File: src/rtl/core/hvps_pkg.sv
// shared types, codes and reset constants of the hv power-up sequencer
package hvps_pkg;

	localparam int CFG_IDX_W  = 2;
	localparam int CFG_DATA_W = 16;
	localparam int STAMP_W    = 32;

	// register indexes
	localparam logic [CFG_IDX_W-1:0] REG_PRECHARGE   = 2'd0;
	localparam logic [CFG_IDX_W-1:0] REG_HANDOVER    = 2'd1;
	localparam logic [CFG_IDX_W-1:0] REG_CHARGE_OPEN = 2'd2;

	// register reset values
	localparam logic [CFG_DATA_W-1:0] PRECHARGE_RST   = 16'd5000;
	localparam logic [CFG_DATA_W-1:0] HANDOVER_RST    = 16'd200;
	localparam logic [CFG_DATA_W-1:0] CHARGE_OPEN_RST = 16'd500;

	// external state codes
	localparam logic [2:0] CODE_OFF    = 3'd0;
	localparam logic [2:0] CODE_ACC    = 3'd1;
	localparam logic [2:0] CODE_IGN    = 3'd2;
	localparam logic [2:0] CODE_DCDC   = 3'd3;
	localparam logic [2:0] CODE_ON     = 3'd4;
	localparam logic [2:0] CODE_CHARGE = 3'd5;
	localparam logic [2:0] CODE_FAULT  = 3'd6;

	// one-hot sequencer state
	typedef enum logic [6:0] {
		ST_OFF    = 7'b0000001,
		ST_ACC    = 7'b0000010,
		ST_IGN    = 7'b0000100,
		ST_DCDC   = 7'b0001000,
		ST_ON     = 7'b0010000,
		ST_CHARGE = 7'b0100000,
		ST_FAULT  = 7'b1000000
	} seq_st_t;

	typedef struct packed {
		logic key_acc;
		logic key_ign;
		logic charge_enable;
		logic discharge_enable;
		logic charge_contactor;
		logic kill_event;
		logic [STAMP_W-1:0] now_ms;
	} sample_t;

	typedef struct packed {
		logic [2:0] seq_state;
		logic       precharge_relay;
		logic       hv_contactor;
		logic       hv_dcdc_enable;
		logic       aux_dcdc_disable;
	} result_t;

	typedef struct packed {
		logic [CFG_DATA_W-1:0] precharge_ms;
		logic [CFG_DATA_W-1:0] handover_ms;
		logic [CFG_DATA_W-1:0] charge_open_ms;
	} cfg_t;

	typedef struct packed {
		logic pre;
		logic hvc;
		logic hvdcdc;
		logic aux;
	} drive_t;

	typedef struct packed {
		seq_st_t            cur;
		seq_st_t            prev;
		logic [STAMP_W-1:0] entry;
		drive_t             drv;
	} core_t;

	// one-hot state to external code
	function automatic logic [2:0] st_code(input seq_st_t st);
		logic [2:0] code;
		unique case (st)
			ST_OFF:    code = CODE_OFF;
			ST_ACC:    code = CODE_ACC;
			ST_IGN:    code = CODE_IGN;
			ST_DCDC:   code = CODE_DCDC;
			ST_ON:     code = CODE_ON;
			ST_CHARGE: code = CODE_CHARGE;
			default:   code = CODE_FAULT;
		endcase
		return code;
	endfunction

endpackage

File: src/rtl/core/hvps_if.sv
// valid/ready channels for sample words and result words
interface hvps_in_if;
	logic              valid;
	logic              ready;
	hvps_pkg::sample_t payload;

	modport source (output valid, output payload, input ready);
	modport sink (input valid, input payload, output ready);
endinterface

interface hvps_out_if;
	logic              valid;
	logic              ready;
	hvps_pkg::result_t payload;

	modport source (output valid, output payload, input ready);
	modport sink (input valid, input payload, output ready);
endinterface

File: src/rtl/core/hv_power_up_sequencer_unit.sv
// top level of the hv power-up sequencer
//
//  channel     dir  handshake      word
//  sample_ch   in   valid/ready    key, enable, contactor levels, kill, now_ms
//  result_ch   out  valid/ready    seq_state and four drive levels
//  cfg_*       in   write enable   three 16-bit delay registers
//
// one word per cycle sustained while result_ch is ready; a sample is
// registered in the input register, then the step logic (one 32-bit
// subtract and compare) loads the result register, from which the
// result word leaves on result_ch.
// arst_n resets state to off, drives low and delays to their defaults.
// a stalled result holds the pipe; sample_ch stays ready while the input
// register is empty or can move into a free or draining result register.
module hv_power_up_sequencer_unit (
	input  logic                            clk,
	input  logic                            arst_n,
	input  logic                            cfg_we,
	input  logic [hvps_pkg::CFG_IDX_W-1:0]  cfg_idx,
	input  logic [hvps_pkg::CFG_DATA_W-1:0] cfg_wdata,
	hvps_in_if.sink                         sample_ch,
	hvps_out_if.source                      result_ch
);
	import hvps_pkg::*;

	cfg_t    cfg;
	core_t   core_q, core_d;
	result_t res_d;
	result_t res_s2;
	sample_t sample_s1;
	logic    valid_s1, valid_s2;
	logic    adv_s1;

	hvps_cfg u_cfg (
		.clk       (clk),
		.arst_n    (arst_n),
		.cfg_we    (cfg_we),
		.cfg_idx   (cfg_idx),
		.cfg_wdata (cfg_wdata),
		.cfg       (cfg)
	);

	hvps_step u_step (
		.core_q (core_q),
		.smp    (sample_s1),
		.cfg    (cfg),
		.core_d (core_d),
		.res    (res_d)
	);

	// stage 1 moves on when the result register is free or draining
	assign adv_s1          = !valid_s2 || result_ch.ready;
	assign sample_ch.ready = !valid_s1 || adv_s1;

	// input register
	always_ff @(posedge clk or negedge arst_n) begin
		if (!arst_n) begin
			valid_s1 <= 1'b0;
		end else if (sample_ch.ready) begin
			valid_s1 <= sample_ch.valid;
		end
	end

	always_ff @(posedge clk) begin
		if (sample_ch.ready && sample_ch.valid) sample_s1 <= sample_ch.payload;
	end

	// sequencer state, updated once per stepped word
	always_ff @(posedge clk or negedge arst_n) begin
		if (!arst_n) begin
			core_q.cur   <= ST_OFF;
			core_q.prev  <= ST_OFF;
			core_q.entry <= '0;
			core_q.drv   <= '0;
		end else if (valid_s1 && adv_s1) begin
			core_q <= core_d;
		end
	end

	// result register
	always_ff @(posedge clk or negedge arst_n) begin
		if (!arst_n) begin
			valid_s2 <= 1'b0;
		end else if (adv_s1) begin
			valid_s2 <= valid_s1;
		end
	end

	always_ff @(posedge clk) begin
		if (valid_s1 && adv_s1) res_s2 <= res_d;
	end

	assign result_ch.valid   = valid_s2;
	assign result_ch.payload = res_s2;

endmodule

File: src/rtl/core/hvps_cfg.sv
// delay configuration registers
module hvps_cfg (
	input  logic                              clk,
	input  logic                              arst_n,
	input  logic                              cfg_we,
	input  logic [hvps_pkg::CFG_IDX_W-1:0]    cfg_idx,
	input  logic [hvps_pkg::CFG_DATA_W-1:0]   cfg_wdata,
	output hvps_pkg::cfg_t                    cfg
);
	import hvps_pkg::*;

	cfg_t cfg_q;

	// register writes, unknown index ignored
	always_ff @(posedge clk or negedge arst_n) begin
		if (!arst_n) begin
			cfg_q.precharge_ms   <= PRECHARGE_RST;
			cfg_q.handover_ms    <= HANDOVER_RST;
			cfg_q.charge_open_ms <= CHARGE_OPEN_RST;
		end else if (cfg_we) begin
			unique case (cfg_idx)
				REG_PRECHARGE:   cfg_q.precharge_ms   <= cfg_wdata;
				REG_HANDOVER:    cfg_q.handover_ms    <= cfg_wdata;
				REG_CHARGE_OPEN: cfg_q.charge_open_ms <= cfg_wdata;
				default: ;
			endcase
		end
	end

	assign cfg = cfg_q;

endmodule

File: src/rtl/core/hvps_step.sv
// next-state and drive logic for one sample word
module hvps_step (
	input  hvps_pkg::core_t   core_q,
	input  hvps_pkg::sample_t smp,
	input  hvps_pkg::cfg_t    cfg,
	output hvps_pkg::core_t   core_d,
	output hvps_pkg::result_t res
);
	import hvps_pkg::*;

	logic                  acc, ign, ce, de, cc, all_ok;
	seq_st_t               st;
	logic                  restamp;
	logic [STAMP_W-1:0]    entry_n;
	logic [STAMP_W-1:0]    elapsed;
	logic [CFG_DATA_W-1:0] delay;
	logic                  expired;

	assign acc    = smp.key_acc;
	assign ign    = smp.key_ign;
	assign ce     = smp.charge_enable;
	assign de     = smp.discharge_enable;
	assign cc     = smp.charge_contactor;
	assign all_ok = ign && de && acc && ce;

	// kill forces fault ahead of the step
	assign st = smp.kill_event ? ST_FAULT : core_q.cur;

	// entry stamp refresh on the first step in each state but off and fault
	always_comb begin
		unique case (st)
			ST_ACC:    restamp = (core_q.prev == ST_ON);
			ST_IGN:    restamp = (core_q.prev == ST_ACC);
			ST_DCDC:   restamp = (core_q.prev == ST_IGN);
			ST_ON:     restamp = (core_q.prev == ST_DCDC);
			ST_CHARGE: restamp = (core_q.prev == ST_ON);
			default:   restamp = 1'b0;
		endcase
	end

	assign entry_n = restamp ? smp.now_ms : core_q.entry;

	// one wrap-around subtract and compare against the state's delay
	always_comb begin
		unique case (st)
			ST_IGN:    delay = cfg.precharge_ms;
			ST_DCDC:   delay = cfg.handover_ms;
			default:   delay = cfg.charge_open_ms;
		endcase
	end

	assign elapsed = smp.now_ms - entry_n;
	assign expired = (elapsed >= {{(STAMP_W-CFG_DATA_W){1'b0}}, delay});

	// state transitions and drive updates
	always_comb begin
		core_d       = core_q;
		core_d.entry = entry_n;
		core_d.cur   = st;
		unique case (st)
			ST_OFF: begin
				core_d.prev = ST_ON;
				core_d.drv  = '0;
				if (acc && ce && de) core_d.cur = ST_ACC;
			end
			ST_ACC: begin
				core_d.prev = ST_ACC;
				if (all_ok) core_d.cur = ST_IGN;
				else if (!acc || !ce || !de) core_d.cur = ST_OFF;
			end
			ST_IGN: begin
				if (restamp) core_d.drv.pre = 1'b1;
				core_d.prev = ST_IGN;
				if (!all_ok) begin
					core_d.cur = ST_FAULT;
				end else if (expired) begin
					core_d.drv.hvc = 1'b1;
					core_d.cur     = ST_DCDC;
				end
			end
			ST_DCDC: begin
				if (restamp) begin
					core_d.drv.hvdcdc = 1'b1;
					core_d.drv.pre    = 1'b0;
				end
				core_d.prev = ST_DCDC;
				if (!all_ok) begin
					core_d.cur = ST_FAULT;
				end else if (expired) begin
					core_d.drv.aux = 1'b1;
					core_d.cur     = ST_ON;
				end
			end
			ST_ON: begin
				core_d.prev = ST_ON;
				if (!acc || !ce || (!de && !cc)) core_d.cur = ST_FAULT;
				else if (!de && cc) core_d.cur = ST_CHARGE;
			end
			ST_CHARGE: begin
				if (restamp) core_d.prev = ST_CHARGE;
				if (expired) begin
					core_d.drv.hvc    = 1'b0;
					core_d.drv.hvdcdc = 1'b0;
				end
				if (!acc || !ce || de || !cc) core_d.cur = ST_FAULT;
			end
			default: begin
				core_d.cur        = ST_FAULT;
				core_d.drv.aux    = 1'b0;
				core_d.drv.hvdcdc = 1'b0;
			end
		endcase
	end

	// result word taken after the step
	always_comb begin
		res.seq_state        = st_code(core_d.cur);
		res.precharge_relay  = core_d.drv.pre;
		res.hv_contactor     = core_d.drv.hvc;
		res.hv_dcdc_enable   = core_d.drv.hvdcdc;
		res.aux_dcdc_disable = core_d.drv.aux;
	end

endmodule

File: src/flat_wrapper.sv
// flat-port wrapper written by rule: the top's interface ports become plain ports
module hv_power_up_sequencer_unit_flat import hvps_pkg::*;
  (clk, arst_n, cfg_we, cfg_idx, cfg_wdata, sample_ch_valid, sample_ch_payload, sample_ch_ready, result_ch_valid, result_ch_payload, result_ch_ready);
  hvps_in_if sample_ch_i ();
  hvps_out_if result_ch_i ();
  input  logic clk;
  input  logic arst_n;
  input  logic cfg_we;
  input  logic [hvps_pkg::CFG_IDX_W-1:0] cfg_idx;
  input  logic [hvps_pkg::CFG_DATA_W-1:0] cfg_wdata;
  input wire logic [$bits(sample_ch_i.valid)-1:0] sample_ch_valid;
  input wire logic [$bits(sample_ch_i.payload)-1:0] sample_ch_payload;
  output wire logic [$bits(sample_ch_i.ready)-1:0] sample_ch_ready;
  output wire logic [$bits(result_ch_i.valid)-1:0] result_ch_valid;
  output wire logic [$bits(result_ch_i.payload)-1:0] result_ch_payload;
  input wire logic [$bits(result_ch_i.ready)-1:0] result_ch_ready;
  assign sample_ch_i.valid = sample_ch_valid;
  assign sample_ch_i.payload = sample_ch_payload;
  assign sample_ch_ready = sample_ch_i.ready;
  assign result_ch_valid = result_ch_i.valid;
  assign result_ch_payload = result_ch_i.payload;
  assign result_ch_i.ready = result_ch_ready;
  hv_power_up_sequencer_unit u_core (.clk(clk), .arst_n(arst_n), .cfg_we(cfg_we), .cfg_idx(cfg_idx), .cfg_wdata(cfg_wdata), .sample_ch(sample_ch_i), .result_ch(result_ch_i));
endmodule
File: config.mk
export PLATFORM = sky130hd
export DESIGN_NAME = hv_power_up_sequencer_unit_flat
export DESIGN_NICKNAME = d
export VERILOG_FILES = /design/src/rtl/core/hvps_pkg.sv /design/src/rtl/core/hvps_if.sv /design/src/rtl/core/hv_power_up_sequencer_unit.sv /design/src/rtl/core/hvps_cfg.sv /design/src/rtl/core/hvps_step.sv /design/src/flat_wrapper.sv
export SDC_FILE = /design/constraint.sdc
export NUM_CORES = 1
export LEC_CHECK = 0
export BUFFER_PORTS_ARGS = -buffer_cell sky130_fd_sc_hd__buf_2
export CAP_MARGIN = 20
export CELL_PAD_IN_SITES_DETAIL_PLACEMENT = 1
export CELL_PAD_IN_SITES_GLOBAL_PLACEMENT = 1
export CORE_AREA = 2 2 139 141
export DETAILED_ROUTE_END_ITERATION = 7
export DIE_AREA = 0 0 141 143
export PLACE_DENSITY_LB_ADDON = 0.05
export SETUP_SLACK_MARGIN = 0.1
export SYNTH_ARGS = -nofsm -noshare
export SYNTH_HDL_FRONTEND = slang
export SYNTH_SLANG_ARGS = --single-unit
File: constraint.sdc
create_clock -name clk -period 11.1 [get_ports clk]
set_input_delay 2.22 -clock clk [delete_from_list [all_inputs] [get_ports clk]]
set_output_delay 2.22 -clock clk [all_outputs]
set_load 0.05 [all_outputs]
After elaboration in Yosys (flattened, before gate mapping)
Cells that the tools add are included.
W data, S select, Z words.
{"block": "op_classes", "n_shift": 0, "mux": 30, "bitwise_logic": 0, "magnitude_cmp": 1, "n_addsub": 1, "n_reduce_logical": 32, "n_eq_ne": 19, "n_mul": 0, "n_div": 0}
{"cell": "$mux W7", "n": 12}
{"cell": "$pmux W7 S6", "n": 1}
{"cell": "$pmux W7 S5", "n": 1}
{"cell": "$ge A32 B16 Y1", "n": 1}
{"cell": "$mux W32", "n": 1}
{"cell": "$pmux W16 S2", "n": 1}
{"cell": "$sub A32 B32 Y32", "n": 1}
{"cell": "$eq A7 B2 Y1 const B", "n": 3}
{"cell": "$eq A7 B3 Y1 const B", "n": 3}
{"cell": "$eq A7 B4 Y1 const B", "n": 3}
{"cell": "$eq A7 B5 Y1 const B", "n": 3}
{"cell": "$pmux W3 S6", "n": 1}
{"cell": "$eq A7 B1 Y1 const B", "n": 2}
{"cell": "$eq A7 B6 Y1 const B", "n": 2}
{"cell": "$logic_and A1 B1 Y1", "n": 9}
{"cell": "$pmux W1 S3", "n": 3}
{"cell": "$logic_or A1 B1 Y1", "n": 7}
{"cell": "$mux W1", "n": 7}
{"cell": "$logic_not A1 Y1", "n": 6}
{"cell": "$reduce_and A2 Y1", "n": 3}
{"cell": "$reduce_bool A5 Y1", "n": 1}
{"cell": "$pmux W1 S4", "n": 1}
{"cell": "$reduce_or A2 Y1", "n": 2}
{"cell": "$reduce_or A4 Y1", "n": 1}
{"cell": "other kinds (8)", "n": 8}
{"block": "totals", "elab_cells": 107, "rom_bits": 0, "in_bits": 61, "output_inout_bits": 9, "latchBits": 0, "memories": 0, "ram_bits": 0, "regBits": 145}

Depth between registers and ports, before layout
{"block": "logic_depth", "ltp_word": 12, "depth_mapped": 34, "mapped_depth_nobuf": 30}

By module
From an unflattened synthesis, not the netlist that was laid out.
{"block": "unflattened", "cells_unflattened": 828, "area_unflattened_um2": 9221.3}
{"module": "hvps_step", "seq_area_each_um2": 0.0, "area_per_inst_um2": 3875.0, "cells_per_inst": 567, "n_inst": 1}
{"module": "hv_power_up_sequencer_unit", "seq_area_each_um2": 2655.0, "area_per_inst_um2": 3513.4, "cells_per_inst": 159, "n_inst": 1}
{"module": "hvps_cfg", "seq_area_each_um2": 1218.7, "area_per_inst_um2": 1833.0, "cells_per_inst": 102, "n_inst": 1}

Worst setup path after synthesis
No wires, ideal clock.
{"block": "synth_path", "path_type": "flip-flop to flip-flop", "from": "register, netlist name u_core.core_q[48]", "to": "register u_core.res_s2 (netlist bit u_core.result_ch.payload[6]), data pin", "n_path_buf": 4, "setup_time_ns": 0.259, "stages_incl_launch_ff": 31, "path_slack_ns": 3.256, "period_less_slack_ns": 7.844, "t_required_ns": 10.841, "t_arrival_ns": 7.585, "path_cell_list": "dfrtp_1 buf_6 or4_4 nor2_4 nor4b_4 o21a_1 clkbuf_1 buf_1 mux2i_1 ha_1 nor4_1 a22oi_2 maj3_1 o211a_2 o22ai_1 o21bai_1 a21oi_1 xnor2_1 ha_1 a21o_1 a211o_1 a2111oi_0 o21ai_0 nor4_1 nor4b_4 o221ai_1 a2111o_1 or4_1 buf_6 mux2i_1 a211o_1"}
{"element": "end signal, assigned", "line_no": "hv_power_up_sequencer_unit.sv:90", "rtl": "if (valid_s1 && adv_s1) res_s2 <= res_d;"}
{"element": "end, declared", "line_no": "hv_power_up_sequencer_unit.sv:29", "rtl": "result_t res_s2;"}

==> results <==
- Measured along the x axis, the die boundary spans 141 um.
- After detailed routing, the number of remaining DRC violations is 0.
- The maximum number of pins on one net before global-route repair is 63.
- In this run the worst hold path is classified as reg -> reg.
- The synthesized flop and latch total is 144.
- Across the run, the number of max-cap violations was 0.
- After technology mapping, the gate count stands at 843.
- The clock power share is 40.8%.
- After floorplanning, the core was divided into 50 placement rows.
- Setup repair after global routing left no endpoint under its margin.
- The leakage power figure is 0.004137 uW.
- The critical path is of the reg -> reg type.
- Timing would allow up to 0.1136 GHz.
- Once the floorplan was initialized, standard cells occupied 48.40% of the core.
- After the first detailed-routing iteration, the DRC count stood at 297.
- The final antenna-violating net count is 0.
- In this run, the combinational gates consume 16.1% of the power.
- The arrival time at the worst endpoint is 9.00 ns.
- Among all stages on the critical path, the largest delay is contributed by sky130_fd_sc_hd__o21ai_4.
- At the end of routability-driven placement, the weighted congestion stood at 0.8772.
- The proportion of synthesized flip-flops having asynchronous set or reset is 68.75%.
- At the pin with the least slew margin, the transition time is 1.036 ns.
- The total grt overflow is 0.
- The count of cells in the finished layout, fillers not included, comes to 1145.
- After synthesis, the cell types taking the most area are sky130_fd_sc_hd__dfrtp_1 (23%), sky130_fd_sc_hd__edfxtp_1 (15%), sky130_fd_sc_hd__mux2_2 (10%).
- The delay of the slowest cell on the worst path is 0.77 ns.
- For this design the ratio of total power to cell area is 145.8 nW/um^2.
- The critical path startpoint category is a flip-flop.
- TritonCTS built the clock tree.
- From bottom edge to top edge, the die measures 143 um.
- The main flop type after synthesis is sky130_fd_sc_hd__dfrtp_1.
- The root buffer cell is sky130_fd_sc_hd__clkbuf_16.
- The most area-hungry cell type in the Yosys netlist is sky130_fd_sc_hd__dfrtp_1.
- The largest fanout of any net on the critical path is 27.
- The final-report max-slew violation count is 0.
- The flow ran to the end, and the final reports show no timing, DRC or antenna violations.
- The via count is 7094.
- The net switching power is 432.0 uW.
- Counting along the longest clock path gives a buffer depth of 2.
- STA classifies the critical path endpoint as a flip-flop.
- The proportion of power drawn by flip-flops and latches is 43.1%.
- The maximum VDD drop is 0.1075 mV.
- The number of placed instances with taps included is 1113.
- The final total negative setup slack is 0 ns.
- In this run, CTS created clock tree buffers numbering 17.
- The depth of the worst hold-timing path is 1.
- The total routed wirelength is 24810 um.
- After floorplanning, the core was sized to cover 18580 sq um.
- The average instance in the mapped netlist occupies 10.67 sq um.
- The number of global-route vias before repair is 7701.
- Buffers inserted to repair hold after CTS numbered 0.
- The clock period could shrink to 8.806 ns.
- The die area is 20160 sq um.
- The number of warnings printed during yosys synthesis is 0.
- The overall fraction of global-route tracks in use is 26.07%.
- The number of top-level pins is 70.
- The depth of the CTS H-tree is 4.
- STA puts the critical path data required time at 11.29 ns.
- The distinct cell type count of the synthesized netlist is 85.
- The layout-stage area growth over the synthesis result is 12.36%.
- The number of antenna cells inserted is 0.
- The hold violation count in the final report is 0.
- The routed length per placed instance is 21.67 um.
- The internal power consumption is 1042 uW.
- Dividing the detail-routed via count by the number of cells gives 6.196.
- Setup violations remaining at the end of the flow were counted as 0.
- Sequential elements use 42.80% of the synthesized area.
- The number of buffers inserted by post-CTS setup repair is 0.
- The first TritonRoute pass finished after 5 iterations.
- The later-pin clock latency in the skew report is 0.44 ns.
- Detailed placement ended at an HPWL of 17940 um.
- The number of antenna violations at the first check in global routing is 0.
- The number of cells on the worst reg-to-reg path is 28.
- The total nets after synthesis is 950.
- Measured against its own limit, the worst slew margin works out to 30.84%.
- After clock tree synthesis, the repair step resized 0 gates.
- The first-pass GRT wire length is 41240 um.
- The post-route netlist has 25.58% of its cells at a drive strength greater than 1.
- The synthesized design devotes to its leading area cell type 23.10% of total area.
- The net count of the finished layout is 1005.
- The count of flip-flops with a built-in enable after synthesis is 45.
- During placement, the flow inserted port buffers numbering 69.
- The clock transition at the register clock pins on the worst setup and hold paths after CTS is 0.07 ns.
- Summing every instance area after synthesis gives 8992 sq um.
- The clock net in this run drives a total of 144 sinks.
- The final critical path takes up 79.33% of the cycle.
- For the final database, setup skew stands at 0.01470 ns.
- Net switching is 29.32% of the power.
critical path: cells and delay by family, from the launching register on:
family	cells	cell delay [ns]
XOR/XNOR	1	0.14
AND/OR/NAND/NOR	6	1.92
AO/OA/AOI/OAI	16	4.39
flip-flops	1	0.60
multiplexers	1	0.23
adder cells (fa/ha/maj)	4	1.27
layout make-up:
cell class,instances,area (sq um)
clock buffers,18,450.4
clock inverters,14,156.4
fillers,2003,8477
inverters,21,78.83
multi-input cells,639,4883
flip-flops and latches,144,3849
well taps,234,292.8
repair buffers,75,392.9
cells in the mapped netlist, types with 4 or more instances:
| cell type | number |
|---|---|
| sky130_fd_sc_hd__a2111oi_0 | 6 |
| sky130_fd_sc_hd__a211o_1 | 4 |
| sky130_fd_sc_hd__a211oi_1 | 4 |
| sky130_fd_sc_hd__a21o_1 | 18 |
| sky130_fd_sc_hd__a21oi_1 | 41 |
| sky130_fd_sc_hd__a31oi_1 | 10 |
| sky130_fd_sc_hd__and2_1 | 8 |
| sky130_fd_sc_hd__and3_1 | 8 |
| sky130_fd_sc_hd__and4_1 | 4 |
| sky130_fd_sc_hd__buf_2 | 5 |
| sky130_fd_sc_hd__buf_6 | 4 |
| sky130_fd_sc_hd__clkbuf_1 | 26 |
| sky130_fd_sc_hd__dfrtp_1 | 83 |
| sky130_fd_sc_hd__dfstp_2 | 16 |
| sky130_fd_sc_hd__edfxtp_1 | 45 |
| sky130_fd_sc_hd__ha_1 | 45 |
| sky130_fd_sc_hd__inv_1 | 21 |
| sky130_fd_sc_hd__mux2_2 | 81 |
| sky130_fd_sc_hd__mux2i_1 | 32 |
| sky130_fd_sc_hd__nand2_1 | 72 |
| sky130_fd_sc_hd__nand2b_1 | 15 |
| sky130_fd_sc_hd__nand3_1 | 26 |
| sky130_fd_sc_hd__nand3b_1 | 4 |
| sky130_fd_sc_hd__nand4_1 | 6 |
| sky130_fd_sc_hd__nand4b_1 | 4 |
| sky130_fd_sc_hd__nor2_1 | 33 |
| sky130_fd_sc_hd__nor2b_1 | 6 |
| sky130_fd_sc_hd__nor3_1 | 15 |
| sky130_fd_sc_hd__nor3b_1 | 5 |
| sky130_fd_sc_hd__nor4_1 | 11 |
| sky130_fd_sc_hd__o211ai_1 | 4 |
| sky130_fd_sc_hd__o21a_1 | 7 |
| sky130_fd_sc_hd__o21ai_0 | 26 |
| sky130_fd_sc_hd__o21ai_1 | 6 |
| sky130_fd_sc_hd__o21bai_1 | 4 |
| sky130_fd_sc_hd__o221ai_1 | 19 |
| sky130_fd_sc_hd__o22ai_1 | 24 |
| sky130_fd_sc_hd__or3_1 | 7 |
| sky130_fd_sc_hd__or4_1 | 5 |
| sky130_fd_sc_hd__xnor2_1 | 15 |
| sky130_fd_sc_hd__xor2_1 | 4 |
power by group through the flow:
stage	Combinational, uW	Sequential, uW	Clock, uW
2_1_floorplan	161	638	0
6_report	237	635	601
3_5_place_dp	237	645	0
5_1_grt	265	642	632
4_1_cts	239	635	613
3_3_place_gp	226	639	0
registers in the layout (all words and copies together) (netlist names):
register                  cells
u_core.valid_s1               1
u_core.result_ch.payload      7
u_core.sample_s1             38
u_core.core_q                49
u_core.result_ch.valid        1
u_core.u_cfg.cfg             48
cells by family after synthesis:
group	share of synthesized area [%]
compound gates	16.47
simple gates	15.14
flops	42.80
xor+xnor	1.851
buf+inv	2.991
fa+ha+maj	6.707
mux	14.04
worst paths after layout:
| kind | start | endpoint | slack [ns] |
|---|---|---|---|
| max in group asynchronous | arst_n | u_core.core_q[5] | 8.09 |
| max reg2reg | u_core.core_q[46] | u_core.result_ch.payload[6] | 2.29 |
| min | u_core.core_q[36] | u_core.core_q[36] | 0.49 |
| max | u_core.core_q[46] | u_core.result_ch.payload[6] | 2.29 |
| min in group asynchronous | arst_n | u_core.core_q[28] | 1.75 |
| min reg2reg | u_core.core_q[36] | u_core.core_q[36] | 0.49 |
metal layers:
layer / track usage, % / up-vias / wire, um
li1: - / 3331 / -
met1: 33.45 / 3572 / 11310
met2: 44.52 / 146 / 12000
met3: 5.265 / 45 / 906
met4: 8.316 / 0 / 596
met5: 0 / - / 0
metrics by stage:
step	util, %	area, sq um	total power [uW]	worst slack, ns	hold slack (ns)
final	54.38	10100	1473	2.294	0.4910
after global routing	54.38	10100	1538	1.693	0.5042
after CTS	54.38	10100	1487	2.327	0.4926
after detailed placement	51.11	9497	881.4	2.422	0.4812
after global placement	51.11	9497	865.8	2.724	0.4650
after floorplan	-	8992	798.7	3.256	0.4468
cells in the final DEF (no fill, tap or decap), types with 15 or more instances in the layout:
master                      instances
sky130_fd_sc_hd__mux2_2            81
sky130_fd_sc_hd__dfrtp_1           83
sky130_fd_sc_hd__nand2_1           72
sky130_fd_sc_hd__dfstp_2           16
sky130_fd_sc_hd__a21oi_1           41
sky130_fd_sc_hd__clkbuf_16         18
sky130_fd_sc_hd__xnor2_1           15
sky130_fd_sc_hd__a21o_1            18
sky130_fd_sc_hd__nor3_1            15
sky130_fd_sc_hd__o21ai_0           26
sky130_fd_sc_hd__inv_1             21
sky130_fd_sc_hd__ha_1              45
sky130_fd_sc_hd__nor2_1            32
sky130_fd_sc_hd__mux2i_1           32
sky130_fd_sc_hd__edfxtp_1          45
sky130_fd_sc_hd__nand2b_1          15
sky130_fd_sc_hd__o22ai_1           24
sky130_fd_sc_hd__nand3_1           26
sky130_fd_sc_hd__o221ai_1          19
sky130_fd_sc_hd__buf_2             68
(Power assumes the default switching activity.)
